File: src/hdl/frustum_box_sphere_cull_core_assert.svh
// assertion macros for the frustum cull core
`ifndef FRUSTUM_BOX_SPHERE_CULL_CORE_ASSERT_SVH
`define FRUSTUM_BOX_SPHERE_CULL_CORE_ASSERT_SVH

// same-cycle implication, disabled while reset is low
`define FBSC_ASSERT_IMP(label, clk, rst_n, ante, cons, msg) \
    label: assert property (@(posedge clk) disable iff (!rst_n) (ante) |-> (cons)) \
        else $error(msg);

// next-cycle implication, disabled while reset is low
`define FBSC_ASSERT_NXT(label, clk, rst_n, ante, cons, msg) \
    label: assert property (@(posedge clk) disable iff (!rst_n) (ante) |=> (cons)) \
        else $error(msg);

`endif

File: src/hdl/fbsc_pkg.sv
// shared types and constants for the frustum cull core
package fbsc_pkg;

    // plane storage
    localparam int MAX_PLANES  = 6;
    localparam int PLANE_REGS  = 6;
    localparam int FRAC_BITS   = 14;
    localparam int CNT_W       = 4;   // holds 0..15
    localparam int USE_W       = 3;   // width of the planes_in_use register

    // field widths
    localparam int COORD_W     = 16;
    localparam int EXT_W       = 15;
    localparam int RAD_W       = 16;
    localparam int NORM_W      = 16;
    localparam int PROD_W      = 2 * COORD_W;          // n * c
    localparam int MAG_W       = NORM_W;               // |n| up to 2^15
    localparam int PUSH_TERM_W = MAG_W + EXT_W;
    localparam int PUSH_W      = PUSH_TERM_W + 2;      // sum of three terms
    localparam int SCALED_W    = COORD_W + FRAC_BITS;  // w or radius at 2^14
    localparam int DIST_W      = PROD_W + 3;           // signed distance

    // configuration port
    localparam int CFG_ADDR_W  = 3;
    localparam int CFG_DATA_W  = 64;
    localparam logic [CFG_ADDR_W-1:0] REG_PLANE_0       = 3'd0;
    localparam logic [CFG_ADDR_W-1:0] REG_PLANES_IN_USE = 3'd6;
    localparam logic [CFG_ADDR_W-1:0] REG_SPHERE_EN     = 3'd7;
    localparam logic [USE_W-1:0]      PLANES_IN_USE_RST = 3'd6;

    // stream widths
    localparam int ITEM_W       = 3 * COORD_W + 3 * EXT_W + RAD_W;
    localparam int IN_TDATA_W   = ((ITEM_W + 7) / 8) * 8;
    localparam int RESULT_W     = 3;
    localparam int OUT_TDATA_W  = 8;

    typedef enum logic [1:0] {
        REASON_VISIBLE = 2'd0,
        REASON_SPHERE  = 2'd1,
        REASON_BOX     = 2'd2
    } reason_t;

    // one plane, nx in the low bits
    typedef struct packed {
        logic signed [NORM_W-1:0]  w;
        logic signed [NORM_W-1:0]  nz;
        logic signed [NORM_W-1:0]  ny;
        logic signed [NORM_W-1:0]  nx;
    } plane_t;

    // configuration seen by the datapath
    typedef struct packed {
        plane_t [MAX_PLANES-1:0] planes;
        logic [CNT_W-1:0]        plane_cnt;   // already limited to MAX_PLANES
        logic                    sphere_en;
    } cfg_t;

    // one input item, center_x in the low bits
    typedef struct packed {
        logic [RAD_W-1:0]          sphere_radius;
        logic [EXT_W-1:0]          extent_z;
        logic [EXT_W-1:0]          extent_y;
        logic [EXT_W-1:0]          extent_x;
        logic signed [COORD_W-1:0] center_z;
        logic signed [COORD_W-1:0] center_y;
        logic signed [COORD_W-1:0] center_x;
    } item_t;

    // one result, visible in the low bit
    typedef struct packed {
        reason_t reject_reason;
        logic    visible;
    } result_t;

    // per-plane test outcome
    typedef struct packed {
        logic sphere_hit;
        logic box_hit;
    } hits_t;

endpackage

File: src/hdl/fbsc_plane_eval.sv
// one plane: signed distance against radius and projected box extent
module fbsc_plane_eval (
    input  fbsc_pkg::plane_t  plane,
    input  fbsc_pkg::item_t   item,
    output fbsc_pkg::hits_t   hits
);

    logic signed [fbsc_pkg::PROD_W-1:0]   px, py, pz;
    logic signed [fbsc_pkg::SCALED_W-1:0] w_scaled;
    logic signed [fbsc_pkg::DIST_W-1:0]   distance;
    logic [fbsc_pkg::MAG_W-1:0]           mx, my, mz;
    logic [fbsc_pkg::PUSH_TERM_W-1:0]     tx, ty, tz;
    logic [fbsc_pkg::PUSH_W-1:0]          push;
    logic [fbsc_pkg::SCALED_W-1:0]        rad_scaled;
    logic signed [fbsc_pkg::DIST_W-1:0]   push_cmp, rad_cmp;

    // n . c - w, all at a scale of 2^14
    assign px       = plane.nx * item.center_x;
    assign py       = plane.ny * item.center_y;
    assign pz       = plane.nz * item.center_z;
    assign w_scaled = {plane.w, {fbsc_pkg::FRAC_BITS{1'b0}}};
    assign distance = fbsc_pkg::DIST_W'(px) + fbsc_pkg::DIST_W'(py)
                    + fbsc_pkg::DIST_W'(pz) - fbsc_pkg::DIST_W'(w_scaled);

    // normal magnitudes; the most negative code gives 2^15 exactly
    assign mx = plane.nx[fbsc_pkg::NORM_W-1] ? fbsc_pkg::MAG_W'(-plane.nx)
                                             : fbsc_pkg::MAG_W'(plane.nx);
    assign my = plane.ny[fbsc_pkg::NORM_W-1] ? fbsc_pkg::MAG_W'(-plane.ny)
                                             : fbsc_pkg::MAG_W'(plane.ny);
    assign mz = plane.nz[fbsc_pkg::NORM_W-1] ? fbsc_pkg::MAG_W'(-plane.nz)
                                             : fbsc_pkg::MAG_W'(plane.nz);

    // box extent projected on the normal
    assign tx   = mx * item.extent_x;
    assign ty   = my * item.extent_y;
    assign tz   = mz * item.extent_z;
    assign push = fbsc_pkg::PUSH_W'(tx) + fbsc_pkg::PUSH_W'(ty) + fbsc_pkg::PUSH_W'(tz);

    // unsigned limits brought into the signed compare width
    assign rad_scaled = {item.sphere_radius, {fbsc_pkg::FRAC_BITS{1'b0}}};
    assign rad_cmp    = {{(fbsc_pkg::DIST_W - fbsc_pkg::SCALED_W){1'b0}}, rad_scaled};
    assign push_cmp   = {{(fbsc_pkg::DIST_W - fbsc_pkg::PUSH_W){1'b0}}, push};

    assign hits.sphere_hit = distance > rad_cmp;
    assign hits.box_hit    = distance > push_cmp;

endmodule

File: config.mk
export PLATFORM = sky130hd
export DESIGN_NAME = fbsc_plane_eval
export DESIGN_NICKNAME = d
export VERILOG_FILES = /design/src/hdl/frustum_box_sphere_cull_core_assert.svh /design/src/hdl/fbsc_pkg.sv /design/src/hdl/fbsc_plane_eval.sv
export SDC_FILE = /design/constraint.sdc
export NUM_CORES = 2
export LEC_CHECK = 0
export ABC_CLOCK_PERIOD_IN_PS = 18700
export CAP_MARGIN = 20
export CORE_ASPECT_RATIO = 1.25
export CORE_MARGIN = 2
export CORE_UTILIZATION = 50
export DETAILED_ROUTE_END_ITERATION = 8
export DONT_BUFFER_PORTS = 1
export PLACE_DENSITY = 0.7
export SLEW_MARGIN = 20
export SYNTH_ARGS = -nofsm -noshare
export SYNTH_HDL_FRONTEND = slang
export SYNTH_SLANG_ARGS = --single-unit
File: constraint.sdc
create_clock -name vclk -period 18.7
set_clock_uncertainty 0.15 [all_clocks]
set_input_delay 0.935 -clock vclk [all_inputs]
set_output_delay 0.935 -clock vclk [all_outputs]
set_load 0.05 [all_outputs]
==> summary.txt <==
Synthesis
  • Avg Cell Area, Syn: 9.31 um2
  • Syn Std Cell Area: approximately 0.056 mm2
  • Synth cell types: 59
  • Syn nets: between 8000 and 9000
  • Biggest area consumer among synthesized cells: fa_1
  • Top-count cell post-synth: inv_1
  • Area share of the largest cell type after synthesis: 0.578
  • Register area share after synthesis: 0
  • Ranking of synthesized cells by area: fa_1 58%, inv_1 11%, ha_1 10%
  • Top post-synthesis cells by count: 1693 x inv_1, 1620 x fa_1, 907 x nand2_1, 568 x and2_1, 471 x ha_1
  • Syn. warnings: 0
  • Cells after Synth: about 6000

Clock network
  • Hold_buf cts: 0
  • Number of post-CTS setup repair buffers: 0
  • Post-CTS sizing: 0

Hold path
  • Hold Path Origin: item[105]
  • HP Class: in2out
  • Hold Path Cell Cnt: 6
  • WHS Endpoint: hits[1]

Worst setup path
  • Max FO, Critical Path: 20
  • Setup crit start kind: primary input
  • CP max stage cell: a22oi_1
  • Required @ worst endpoint: between 15 and 20 ns
  • Critical Path Sink Type: output port
  • CP max stage delay: just over 1 ns
  • Bufs and invs on worst path: 7
  • Worst path arrival time: ~12 ns
  • Most Frequent Cell on Critical Path: fa_1
  • Family with the most delay on the worst path: adder cells
  • Crit path depth: 43
  • Crit Path Category: in2out

STA
  • Fin crit period: between 10 and 15 ns
  • Slew @ Worst Pin: 0.954 ns
  • # setup viols final: 0
  • Peak Freq: about 75 MHz
  • Hold Violations, Final: 0
  • Fin. max-slew vios: 0
  • RSZ-0062 raised after global routing: no
  • Slew headroom: 0.361
  • Final worst path period share: 0.711
  • Setup TNS: 0 ns

Layout
  • Register Area: 0 um2
  • Final non-filler cell area: 0.0574 mm2
  • Fillers: 10200
  • Core Util, Final: 0.515
  • Clock buffers: 0
  • Sequential cell count: 0
  • Area delta synth->final: 2.28%
  • Layout cell share with drive strength beyond 1: 0.0103
  • Final nets: between 8000 and 9000

Place
  • I/O Buffers: 0
  • GP Congestion: 1.02
  • DP HPWL: between 100000 and 150000 um
  • Post-Place Cell Area: 0.0574 mm2

Run
  • Maxcap violations: 0

GRT
  • Total Routing Usage GR: 0.286
  • Vias in the first global route: approximately 45000
  • First-pass GRT wire length: 248000 um
  • Largest net degree at the start of global routing: 34
  • Global route overflow: 0
  • Initial antenna violation count: 2

Floorplanning
  • Core Footprint: between 0.1 and 0.15 mm2
  • IO Count: 175
  • Die width: approximately 300 um
  • Die area: between 0.1 and 0.15 mm2
  • Chip Height: 379 um
  • Initial Utilization: 0.504
  • Row cnt: around 140

Routing
  • Iteration-0 DRC Markers: ~2300
  • WL/cell: between 20 and 25 um
  • Drt first pass iters: 5
  • Vias per cell: around 5.4
  • Residual DRC count: 0
  • Total number of vias: roughly 39000
  • Routed wire length: 156000 um
  • DRT antenna net count: 0

Run status
  • Status: complete, no violations
[final cells by class]
class,instances,area (um2),area share
inverters,1696,6370,0.111
well taps,1459,1830,0.0318
diodes,1,2.50,0.0000436
repair buffers,40,300,0.00523
multi-input cells,4097,48900,0.852
[cells in the final DEF (no fill, tap or decap), drive strengths merged, types with 14 or more instances in the layout]
cell type / synthesis / final
nor2b: 24 / 24
o21ai: 47 / 47
ha: 471 / 471
a21o: 38 / 38
xor2: 27 / 27
nor3: 15 / 15
and2: 568 / 568
a21oi: 58 / 58
nor2: 32 / 32
nand2: 907 / 907
fa: 1620 / 1620
buf: 8 / 40
nand3: 17 / 17
o21a: 14 / 14
inv: 1696 / 1696
nand2b: 60 / 60
xnor2: 82 / 82
[metrics by stage]
stage               instances  hold slack [ns]  setup WS, ns
floorplan                6033             2.67          6.62
global placement         7292             3.25          5.70
detailed placement       7292             3.25          5.53
CTS                      7292             3.25          5.51
global route             7293             3.34          4.74
finish                   7293             3.36          5.40
[per-layer routing]
layer  vias up  part of all wire  GRT usage
met5         -                 0          0
met1     20700              0.30      0.292
met3       512             0.063     0.0356
met2      1531              0.53      0.529
met4         0              0.10      0.230
li1      16700                 -          -
[worst max path at each step]
stage	from	to	slack, ns
floorplan	plane[35]	hits[0]	6.62
global placement	plane[34]	hits[0]	5.70
detailed placement	plane[34]	hits[0]	5.53
CTS	plane[34]	hits[0]	5.51
global route	plane[34]	hits[0]	4.74
finish	plane[34]	hits[0]	5.40
[worst min-delay path: cells and delay by family]
| kind | cells | cell delay (ns) |
|---|---|---|
| compound gates | 3 | 1.18 |
| fa+ha+maj | 1 | 0.25 |
| simple gates | 1 | 0.12 |
| buf+inv | 1 | 0.10 |
[cells by family after synthesis]
| group | Yosys count | share of synthesized area |
|---|---|---|
| adders and majority gates | 2091 | 0.683 |
| buffers and inverters | 1936 | 0.129 |
| xor gates and xnor gates | 109 | 0.0170 |
| and+or+nand+nor | 1665 | 0.144 |
| AOI/OAI and AO/OA | 232 | 0.0273 |
Power is not shown: default switching activity piles up to over one toggle a cycle in this logic, so the estimate is an artifact.
