### src/hdl/frustum_box_sphere_cull_core_assert.svh
// assertion macros for the frustum cull core
`ifndef FRUSTUM_BOX_SPHERE_CULL_CORE_ASSERT_SVH
`define FRUSTUM_BOX_SPHERE_CULL_CORE_ASSERT_SVH

// same-cycle implication, disabled while reset is low
`define FBSC_ASSERT_IMP(label, clk, rst_n, ante, cons, msg) \
    label: assert property (@(posedge clk) disable iff (!rst_n) (ante) |-> (cons)) \
        else $error(msg);

// next-cycle implication, disabled while reset is low
`define FBSC_ASSERT_NXT(label, clk, rst_n, ante, cons, msg) \
    label: assert property (@(posedge clk) disable iff (!rst_n) (ante) |=> (cons)) \
        else $error(msg);

`endif

### src/hdl/fbsc_pkg.sv
// shared types and constants for the frustum cull core
package fbsc_pkg;

    // plane storage
    localparam int MAX_PLANES  = 6;
    localparam int PLANE_REGS  = 6;
    localparam int FRAC_BITS   = 14;
    localparam int CNT_W       = 4;   // holds 0..15
    localparam int USE_W       = 3;   // width of the planes_in_use register

    // field widths
    localparam int COORD_W     = 16;
    localparam int EXT_W       = 15;
    localparam int RAD_W       = 16;
    localparam int NORM_W      = 16;
    localparam int PROD_W      = 2 * COORD_W;          // n * c
    localparam int MAG_W       = NORM_W;               // |n| up to 2^15
    localparam int PUSH_TERM_W = MAG_W + EXT_W;
    localparam int PUSH_W      = PUSH_TERM_W + 2;      // sum of three terms
    localparam int SCALED_W    = COORD_W + FRAC_BITS;  // w or radius at 2^14
    localparam int DIST_W      = PROD_W + 3;           // signed distance

    // configuration port
    localparam int CFG_ADDR_W  = 3;
    localparam int CFG_DATA_W  = 64;
    localparam logic [CFG_ADDR_W-1:0] REG_PLANE_0       = 3'd0;
    localparam logic [CFG_ADDR_W-1:0] REG_PLANES_IN_USE = 3'd6;
    localparam logic [CFG_ADDR_W-1:0] REG_SPHERE_EN     = 3'd7;
    localparam logic [USE_W-1:0]      PLANES_IN_USE_RST = 3'd6;

    // stream widths
    localparam int ITEM_W       = 3 * COORD_W + 3 * EXT_W + RAD_W;
    localparam int IN_TDATA_W   = ((ITEM_W + 7) / 8) * 8;
    localparam int RESULT_W     = 3;
    localparam int OUT_TDATA_W  = 8;

    typedef enum logic [1:0] {
        REASON_VISIBLE = 2'd0,
        REASON_SPHERE  = 2'd1,
        REASON_BOX     = 2'd2
    } reason_t;

    // one plane, nx in the low bits
    typedef struct packed {
        logic signed [NORM_W-1:0]  w;
        logic signed [NORM_W-1:0]  nz;
        logic signed [NORM_W-1:0]  ny;
        logic signed [NORM_W-1:0]  nx;
    } plane_t;

    // configuration seen by the datapath
    typedef struct packed {
        plane_t [MAX_PLANES-1:0] planes;
        logic [CNT_W-1:0]        plane_cnt;   // already limited to MAX_PLANES
        logic                    sphere_en;
    } cfg_t;

    // one input item, center_x in the low bits
    typedef struct packed {
        logic [RAD_W-1:0]          sphere_radius;
        logic [EXT_W-1:0]          extent_z;
        logic [EXT_W-1:0]          extent_y;
        logic [EXT_W-1:0]          extent_x;
        logic signed [COORD_W-1:0] center_z;
        logic signed [COORD_W-1:0] center_y;
        logic signed [COORD_W-1:0] center_x;
    } item_t;

    // one result, visible in the low bit
    typedef struct packed {
        reason_t reject_reason;
        logic    visible;
    } result_t;

    // per-plane test outcome
    typedef struct packed {
        logic sphere_hit;
        logic box_hit;
    } hits_t;

endpackage

### src/hdl/fbsc_cfg_regs.sv
// configuration registers: view planes, plane count and sphere enable
module fbsc_cfg_regs (
    input  logic                              clk,
    input  logic                              rst_n,
    input  logic                              cfg_we,
    input  logic [fbsc_pkg::CFG_ADDR_W-1:0]   cfg_addr,
    input  logic [fbsc_pkg::CFG_DATA_W-1:0]   cfg_wdata,
    output fbsc_pkg::cfg_t                    cfg
);

    fbsc_pkg::plane_t [fbsc_pkg::MAX_PLANES-1:0] planes_reg;
    logic [fbsc_pkg::USE_W-1:0]                  planes_in_use_reg;
    logic                                        sphere_en_reg;
    logic [fbsc_pkg::CNT_W-1:0]                  use_ext;

    // plane registers; planes without a register stay zero
    for (genvar i = 0; i < fbsc_pkg::MAX_PLANES; i++) begin : g_plane
        if (i < fbsc_pkg::PLANE_REGS) begin : g_wr
            always_ff @(posedge clk or negedge rst_n)
            begin
                if (!rst_n)
                begin
                    planes_reg[i] <= '0;
                end
                else if (cfg_we && (cfg_addr == fbsc_pkg::REG_PLANE_0
                                    + fbsc_pkg::CFG_ADDR_W'(i)))
                begin
                    planes_reg[i] <= cfg_wdata;
                end
            end
        end
        else begin : g_zero
            assign planes_reg[i] = '0;
        end
    end

    // scalar registers
    always_ff @(posedge clk or negedge rst_n)
    begin
        if (!rst_n)
        begin
            planes_in_use_reg <= fbsc_pkg::PLANES_IN_USE_RST;
            sphere_en_reg     <= 1'b1;
        end
        else if (cfg_we)
        begin
            if (cfg_addr == fbsc_pkg::REG_PLANES_IN_USE)
            begin
                planes_in_use_reg <= cfg_wdata[fbsc_pkg::USE_W-1:0];
            end
            if (cfg_addr == fbsc_pkg::REG_SPHERE_EN)
            begin
                sphere_en_reg <= cfg_wdata[0];
            end
        end
    end

    // plane count limited to the planes that exist
    assign use_ext = fbsc_pkg::CNT_W'(planes_in_use_reg);

    always_comb
    begin
        cfg.planes    = planes_reg;
        cfg.sphere_en = sphere_en_reg;
        if (use_ext > fbsc_pkg::CNT_W'(fbsc_pkg::MAX_PLANES))
        begin
            cfg.plane_cnt = fbsc_pkg::CNT_W'(fbsc_pkg::MAX_PLANES);
        end
        else
        begin
            cfg.plane_cnt = use_ext;
        end
    end

endmodule

### config.mk
export PLATFORM = sky130hd
export DESIGN_NAME = fbsc_cfg_regs
export DESIGN_NICKNAME = d
export VERILOG_FILES = /design/src/hdl/frustum_box_sphere_cull_core_assert.svh /design/src/hdl/fbsc_pkg.sv /design/src/hdl/fbsc_cfg_regs.sv
export SDC_FILE = /design/constraint.sdc
export NUM_CORES = 1
export LEC_CHECK = 0
export BUFFER_PORTS_ARGS = -buffer_cell sky130_fd_sc_hd__buf_2
export CAP_MARGIN = 20
export CORE_MARGIN = 5
export CORE_UTILIZATION = 40
export DETAILED_ROUTE_END_ITERATION = 10
export PLACE_DENSITY = 0.67
export SYNTH_ARGS = -nofsm -noshare
export SYNTH_HDL_FRONTEND = slang
export SYNTH_SLANG_ARGS = --single-unit
export TNS_END_PERCENT = 5
### constraint.sdc
create_clock -name clk -period 1.25 [get_ports clk]
set_input_delay 0.1875 -clock clk [delete_from_list [all_inputs] [get_ports clk]]
set_output_delay 0.1875 -clock clk [all_outputs]
set_load 0.03 [all_outputs]
==> metrics, run 1 <==
GRT Util Overall=0.206; flops & latches, synth=388; vias per cell=4.85; maxcap violations=0; unrepaired setup endpoints after global routing=yes; largest cells by area after synthesis=dfrtp_1 62%, mux2_4 17%, mux2_2 15%; ANT cells=0; final setup vio count=380; Req. time, crit path=1.06 ns; area leader, netlist=dfrtp_1; DRC=0; syn nets=902; share of cells above drive strength 1=0.688; maximum vdd ir drop=1500 uV; status=finished, violations left; die area=42600 sq um; initial antenna violation count=0; drt pass-1 iters=4; Fill cells=2717; Final Hold Viols=0; Worst-Skew Late Latency=~0.55 ns; violated checks=negative setup slack; grt total ovfl=0; Worst Skew=0 ns; Core ar.=between 30000 and 40000 sq um; clk root buf=clkbuf_16; Initial Util=0.402; Clock Path Buffers=3; final WL=around 45000 um; Clock Pin Slew Worst Setup and Hold Paths=0.06 ns; H-tree Lvls=2; Setup crit end kind=output port; die width=207 um; top cell type's share of synthesized area=0.624; global placer's final weighted congestion=0.786; initial DRC count=283; fin crit share=1.20; Reg area=9710 sq um; crit path DAT=1.31 ns; WS Path Type=flip-flop to output port; CTS tree=done; crit start category=flip-flop; Synth Warn #=0; pwr dens=2040 nW/um^2; Synth cell types=15; Mapped Area=15400 sq um; max FFs per register=384; # IOs=459; row count=72; largest net degree at the start of global routing=42; Setup WS post-layout=-0.246 ns; Most used DFF post-synth=dfrtp_1; Port Buffers=457; P_leak=0.0110 uW; vias in the first global route=10800; post-synthesis async set-or-reset flop share=1.00; sequential-to-total area share from yosys stat=0.629; fin nets=1513; Critical Path Fanout Max=3; synth cell count leaders=385 x dfrtp_1, 208 x mux2_2, 180 x mux2_4; clock tree sinks=388; Max Fclk=668 MHz; Post-DRT Antenna Nets=0; clock buffer count from CTS=between 40 and 50; Vert. Die Dim=207 um; syn avg cell area=~19 sq um; WL per Instance=22.6 um; Fin Setup TNS=-9.75 ns; synth-to-layout area growth=51.0%; multi-input logic area=5160 sq um; Hold Path Class=input pin to flip-flop; Final Max Tran Viols=0; post-synthesis cell count=832; count leader, synth=dfrtp_1; Finished Cell Area=23300 sq um; Area after DPL=18700 sq um; Final HPWL DP=28600 um; fin crit period=1.50 ns; number of synthesized flops with an enable pin=0; first-pass GRT wire length=67600 um; via count=9656
## cell families (layout without fill, tap and decap cells)
logic type / count (synthesis) / in the layout / synth area share
multiplexers: 388 / 388 / 0.327
flip-flops: 388 / 388 / 0.629
buffers and inverters: 46 / 686 / 0.0383
AND/OR/NAND/NOR: 8 / 8 / 0.00551
other: 1 / 1 / 0.000243
AO/OA/AOI/OAI: 1 / 1 / 0.000486
## worst max-delay path, stage by stage (launching register included)
cell	delay (ns)
dfstp_2	0.57
a21boi_2	0.07
buf_6	0.14
## area by class of cell
| type | instances | share of cell area |
|---|---|---|
| flip-flops and latches | 388 | 0.417 |
| repair buffers | 614 | 0.274 |
| multi-input cells | 398 | 0.221 |
| clock buffers | 58 | 0.0520 |
| well taps | 518 | 0.0278 |
| clock inverters | 14 | 0.00767 |
## report_power, final
part	internal, uW	switching (uW)
combinational	8460	8850
sequential	15400	2360
clock	7580	4920
## cell usage in the layout, fill, tap and decap left out
cell type and count:
bufinv_16 4, dfstp_2 3, buf_2 69, inv_6 1, mux2_2 208, mux2_4 180
dfrtp_2 1, clkbuf_1 7, dfrtp_1 384, clkinvlp_4 2, buf_12 28, buf_8 1
nand4_1 1, dlygate4sd3_1 63, a21boi_2 1, clkbuf_16 43, clkinv_2 7, and4bb_4 3
nor4b_4 1, nand4b_1 3, buf_6 386, conb_1 1, buf_4 67, clkbuf_8 8
## per-stage QoR
stage / utilization / hold slack, ns / setup WS [ns] / std cells / power (uW)
after floorplan: - / -0.108 / 0.0115 / 832 / 25900
after global placement: 0.487 / 0.0625 / -0.284 / 1838 / 30500
after detailed placement: 0.487 / 0.0604 / -0.338 / 1838 / 30700
after CTS: 0.605 / 0.0251 / -0.278 / 1983 / 47600
after global routing: 0.606 / 0.0462 / -0.294 / 1990 / 49300
final: 0.606 / 0.0512 / -0.246 / 1990 / 47500
## routing by layer
metal / wire length [um] / global-route usage / vias up
met5: 0 / 0 / -
met4: 1430 / 0.0744 / 0
met3: 3090 / 0.0549 / 76
met2: 22300 / 0.343 / 343
met1: 18200 / 0.261 / 5067
li1: - / - / 4170
## timing repair
action	in CTS	in global routing
gates resized for setup	774	1
pin swaps	0	0
hold buffers	63	0
setup endpoints to repair	388	388
buffers inserted	10	7
hold endpoints to repair	626	0
## final timing paths
| path | cells after the start | start | slack (ns) | to |
|---|---|---|---|---|
| setup / recovery | 2 | planes_in_use_reg[1] | -0.25 | cfg[1] |
| hold / removal | 2 | cfg_wdata[0] | 0.05 | cfg[69] |
| setup reg to reg | 2 | cfg[285] | 0.30 | cfg[285] |
| hold reg to reg | 1 | planes_in_use_reg[0] | 0.52 | planes_in_use_reg[0] |
| max in group asynchronous | 4 | rst_n | 0.38 | cfg[48] |
| min in group asynchronous | 2 | rst_n | 0.10 | cfg[348] |
No activity file was read; power rests on OpenSTA's default activity.
==> inputs of run 2 (changes only) <==
--- a/config.mk
+++ b/config.mk
@@ -11,6 +11,7 @@
 export CORE_UTILIZATION = 40
 export DETAILED_ROUTE_END_ITERATION = 10
 export PLACE_DENSITY = 0.67
+export SETUP_SLACK_MARGIN = 0.3
 export SYNTH_ARGS = -nofsm -noshare
 export SYNTH_HDL_FRONTEND = slang
 export SYNTH_SLANG_ARGS = --single-unit
==> run 2 against run 1 <==
Compared with the run above: the run still ends with negative setup slack left; power is 0.24% lower; first-iteration DRC count is 9.5% higher; critical path type unchanged; worst setup slack better by 0.0067 ns; design area is 0.43% higher; critical endpoint unchanged; largest cell class unchanged.
==> metrics, run 2 (synthesis gave the netlist of run 1 again) <==
fin crit share=1.19 (-0.00538); WHS=0.0691 ns (+0.0179 ns); first-pass GRT wire length=68600 um (+1.4%); row count=72 (unchanged); r2r worst-path depth=3 (+1); die width=207 um (unchanged); violated checks=negative setup slack; Clock Path Buffers=3 (unchanged); Non-Filler Instances=1999 (+0.45%); via count=9687 (+0.32%); largest net degree at the start of global routing=45 (+7.1%); Critical Path Fanout Max=3 (unchanged); Setup WS post-layout=-0.239 ns (+0.00672 ns); H-tree Lvls=2 (unchanged); fin crit period=1.49 ns (-0.00672 ns); initial antenna violation count=0 (unchanged); vias in the first global route=11000 (+1.8%); maximum vdd ir drop=1240 uV (-17%); leading cell types in the layout, fill and taps excluded=387 x buf_6, 385 x dfrtp_1, 207 x mux2_2; clk root buf=clkbuf_16; Setup crit end kind=output port; ANT cells=0 (unchanged); pwr dens=2020 nW/um^2 (-0.67%); global placer's final weighted congestion=0.778 (-0.99%); Worst Skew=0 ns (unchanged); status=finished, violations left; DRC=0 (unchanged); CTS tree=done; drt pass-1 iters=5 (+1); clock buffer count from CTS=42 (+2.4%); die area=42600 sq um (unchanged); pre-CTS worst setup slack=-0.319 ns (+0.0189 ns); Worst-Skew Late Latency=0.54 ns (about the same); synth-to-layout area growth=51.6%; WS Path Type=flip-flop to output port; Initial Util=0.402 (unchanged); Hold Path Class=input pin to flip-flop; share of cells above drive strength 1=0.686 (-0.00216); grt total ovfl=0 (unchanged); Area after DPL=18800 sq um (+0.21%); Final Hold Viols=0 (unchanged); maxcap violations=0 (unchanged); WL per Instance=22.7 um (+0.18%); Fill cells=2684 (-1.2%); Req. time, crit path=1.06 ns (about the same); # IOs=459 (unchanged); Final HPWL DP=29000 um (+1.2%); Core ar.=38500 sq um (unchanged); Port Buffers=457 (unchanged); Vert. Die Dim=207 um (unchanged); Max Fclk=671 MHz (+0.45%); initial DRC count=310 (+9.5%); fin nets=1519 (+0.40%); max FFs per register=384 (unchanged); commonest non-fill, non-tap cell in the layout=buf_6; final setup vio count=375 (-1.3%); final WL=45300 um (+0.63%); clock tree sinks=388 (unchanged); Finished Cell Area=23400 sq um (+0.43%); Clock Pin Slew Worst Setup and Hold Paths=0.05 ns (about the same); post-placement cell count=1835 (-0.16%); crit path DAT=1.30 ns (about the same); Final Max Tran Viols=0 (unchanged); unrepaired setup endpoints after global routing=yes; hold path depth=2 (unchanged); P_leak=0.0110 uW (+0.48%); Post-DRT Antenna Nets=0 (unchanged); crit start category=flip-flop; post-layout util=0.609 (+0.00264); GRT Util Overall=0.208 (+0.00226); vias per cell=4.85 (-0.13%)
[run 2: critical path, stage by stage (launching register included)]
cell and delay [ns]:
dfstp_2 0.54, a21boi_1 0.06, buf_4 0.16
[run 2: layout make-up]
cell class,count,area [sq um],area share
clock buffer,65,1290,0.0551
clock inverter,11,86.3,0.00369
multi-input combinational,398,5160,0.221
sequential,388,9710,0.415
tap,518,648,0.0277
timing repair buffer,619,6520,0.278
[run 2: final timing paths]
check | slack (ns) | end | from
hold reg to reg | 0.51 | planes_in_use_reg[0] | planes_in_use_reg[0]
max in group asynchronous | 0.43 | cfg[143] | rst_n
setup / recovery | -0.24 | cfg[1] | planes_in_use_reg[1]
min in group asynchronous | 0.10 | cfg[145] | rst_n
setup reg to reg | 0.19 | cfg[304] | cfg[304]
hold / removal | 0.07 | cfg[133] | cfg_wdata[0]
[run 2: where the power goes]
group	leakage [uW]	switching, uW	internal [uW]	total, uW
Combinational	0.00567	8900	8530	17400
Sequential	0.00465	2300	15400	17700
Clock	0.000682	5000	7310	12300
[run 2: repair_timing]
action                                  CTS  global route
pin swaps                                 1             4
buffers inserted                         10            15
endpoints found under the hold margin   652             0
hold buffers                             63             0
endpoints found under the setup margin  413           494
gates resized for setup                 771             9
[run 2: per-layer routing]
layer	global-route usage	up-vias	share of wire
met3	0.0565	96	0.074
met5	0	-	0
met1	0.263	5050	0.40
li1	-	4196	-
met4	0.0848	0	0.038
met2	0.341	345	0.49
[run 2: per-stage QoR]
step | total power (uW) | TNS (ns)
floorplan | 25900 | 0
global placement | 30600 | -75.81
detailed placement | 30800 | -82.02
CTS | 47400 | -25.61
global route | 49300 | -27.06
finish | 47400 | -9.20
==> inputs of run 3 (changes only) <==
==> constraint.sdc (replaced) <==
create_clock -name clk -period 1.25 [get_ports clk]
set_input_delay 0.0625 -clock clk [delete_from_list [all_inputs] [get_ports clk]]
set_output_delay 0.0625 -clock clk [all_outputs]
set_load 0.03 [all_outputs]
==> run 3 against run 2 <==
Compared with the run above: final cell count decreased by 0.75%; maximum frequency increased by 8.1%; global-route usage decreased by 0.27 points; critical path depth unchanged; via count decreased by 0.87%; highest routed layer unchanged; utilization decreased by 0.41 points; critical endpoint unchanged; combinational power about the same; non-clock buffer count decreased by 14; largest cell class unchanged; sequential share of layout area increased by 0.28 points; first-iteration DRC count increased by 7.4%; power decreased by 0.38%; the flow still finishes with violations (negative setup slack); design area decreased by 0.67%.
==> metrics, run 3 (synthesis gave the netlist of run 1 again) <==
final WL=44800 um (-1.1%); Final Hold Viols=0 (unchanged); delay-heaviest family, CP=flip-flops; violated checks=negative setup slack; Worst Skew=0 ns (unchanged); synth-to-layout area growth=50.6%; CP Cell Sequence=a21boi_2, buf_6; pwr dens=2030 nW/um^2 (+0.30%); Initial Util=0.402 (unchanged); row count=72 (unchanged); fin nets=1505 (-0.92%); initial DRC count=333 (+7.4%); Setup crit end kind=output port; P_sw=16100 uW (-0.70%); grt total ovfl=0 (unchanged); CP startpoint=planes_in_use_reg[2]; ANT cells=0 (unchanged); first-pass GRT wire length=67700 um (-1.3%); crit path DAT=1.31 ns (about the same); Req. time, crit path=1.19 ns (+0.13 ns); P_leak=0.0109 uW (-0.98%); slowest CP cell=dfstp_2; clk root buf=clkbuf_16; share of cells above drive strength 1=0.677 (-0.00867); commonest non-fill, non-tap cell in the layout=buf_6; Clock Pin Slew Worst Setup and Hold Paths=0.06 ns (about the same); fin crit period=1.38 ns (-0.112 ns); die width=207 um (unchanged); GRT Util Overall=0.206 (-0.00269); # IOs=459 (unchanged); Fill cells=2707 (+0.86%); Hold Path Class=input pin to async pin; die area=42600 sq um (unchanged); Reg-to-Reg Start=cfg[309]; Switching Share=0.341 (-0.00110); maxcap violations=0 (unchanged); clock tree sinks=388 (unchanged); Reg area=9710 sq um (unchanged); WP depth=2 (unchanged); Seq pwr share=0.374 (about the same); drt pass-1 iters=4 (-1); Critical Path Fanout Max=3 (unchanged); DRC=0 (unchanged); clock buffer count from CTS=42 (unchanged); status=finished, violations left; Max Fclk=726 MHz (+8.1%); Core ar.=38500 sq um (unchanged); Worst-Skew Late Latency=0.54 ns (about the same); Final Max Tran Viols=0 (unchanged); largest net degree at the start of global routing=49 (+8.9%); WS Path Type=flip-flop to output port; Int Pwr=31200 uW (-0.21%); H-tree Lvls=2 (unchanged); via count=9603 (-0.87%); Post-DRT Antenna Nets=0 (unchanged); WHS=0.0433 ns (-0.0257 ns); vias per cell=4.84 (-0.12%); r2r worst-path depth=3 (unchanged); leading cell types in the layout, fill and taps excluded=388 x buf_6, 385 x dfrtp_1, 208 x mux2_2; Final HPWL DP=29000 um (about the same); Area after DPL=18700 sq um (-0.52%); WL per Instance=22.6 um (-0.32%); Fin Setup TNS=-0.323 ns (+8.87 ns); global placer's final weighted congestion=0.789 (+1.4%); Vert. Die Dim=207 um (unchanged); multi-input logic area=5160 sq um (unchanged); Clock Path Buffers=3 (unchanged); maximum vdd ir drop=1390 uV (+12%); initial antenna violation count=0 (unchanged); fin crit share=1.10 (-0.0897); Port Buffers=457 (unchanged); Setup WS post-layout=-0.127 ns (+0.112 ns); post-placement cell count=1827 (-0.44%); WP buf/inv=1 (unchanged); CTS tree=done; crit start category=flip-flop; Non-Filler Instances=1984 (-0.75%); vias in the first global route=10900 (-1.2%); Finished Cell Area=23300 sq um (-0.67%); final setup vio count=4 (-99%); total power=47200 uW (-0.38%); Logic pwr share=0.366 (-0.002); Clock Power Share=0.259 (about the same); crit-path max cell delay=0.56 ns (+0.02 ns); max FFs per register=384 (unchanged); unrepaired setup endpoints after global routing=yes
[run 3: cell types whose count changed in the layout (fill, tap and decap cells not counted), moves of 2 or more]
| cell | delta |
|---|---|
| buf_12 | -2 |
| buf_4 | -15 |
| clkbuf_1 | +6 |
| clkinv_2 | -6 |
| dlygate4sd3_1 | +3 |
[run 3: power groups by stage]
stage                     Combinational, uW  Sequential [uW]  Clock, uW
after detailed placement              13700            17100          0
after floorplan                        3480            22500          0
after global routing                  18000            18000      13100
after global placement                13500            17000          0
after CTS                             17200            17600      12500
final                                 17300            17700      12300
[run 3: cell type report]
cell class	instances	area share
Sequential cell	388	0.418
Clock inverter	4	0.00204
Timing Repair Buffer	605	0.274
Tap cell	518	0.0279
Clock buffer	71	0.0565
Multi-Input combinational cell	398	0.222
[run 3: layer usage]
metal | wire [um] | up-vias | track usage
met1 | 17600 | 5047 | 0.253
met4 | 1380 | 0 | 0.0768
met2 | 22700 | 328 | 0.347
met3 | 3100 | 79 | 0.0565
li1 | - | 4149 | -
met5 | 0 | - | 0
[run 3: what timing repair did]
item                       in CTS  in global routing
hold buffers                   66                  0
setup endpoints to repair     388                389
hold endpoints to repair      773                  0
gates resized for setup       770                  9
buffers inserted                9                  7
pin swaps                       1                  0
[run 3: worst paths after layout]
check                                       end  slack [ns]
max                                      cfg[1]       -0.13
min                                     cfg[88]        0.04
max reg2reg                            cfg[309]        0.21
min reg2reg                            cfg[340]        0.53
max in group asynchronous              cfg[364]        0.55
min in group clk           planes_in_use_reg[1]        0.05
[run 3: stage by stage]
stage / setup WS [ns] / util
after floorplan: 0.164 / -
after global placement: -0.147 / 0.486
after detailed placement: -0.202 / 0.486
after CTS: -0.157 / 0.603
after global routing: -0.190 / 0.605
final: -0.127 / 0.605
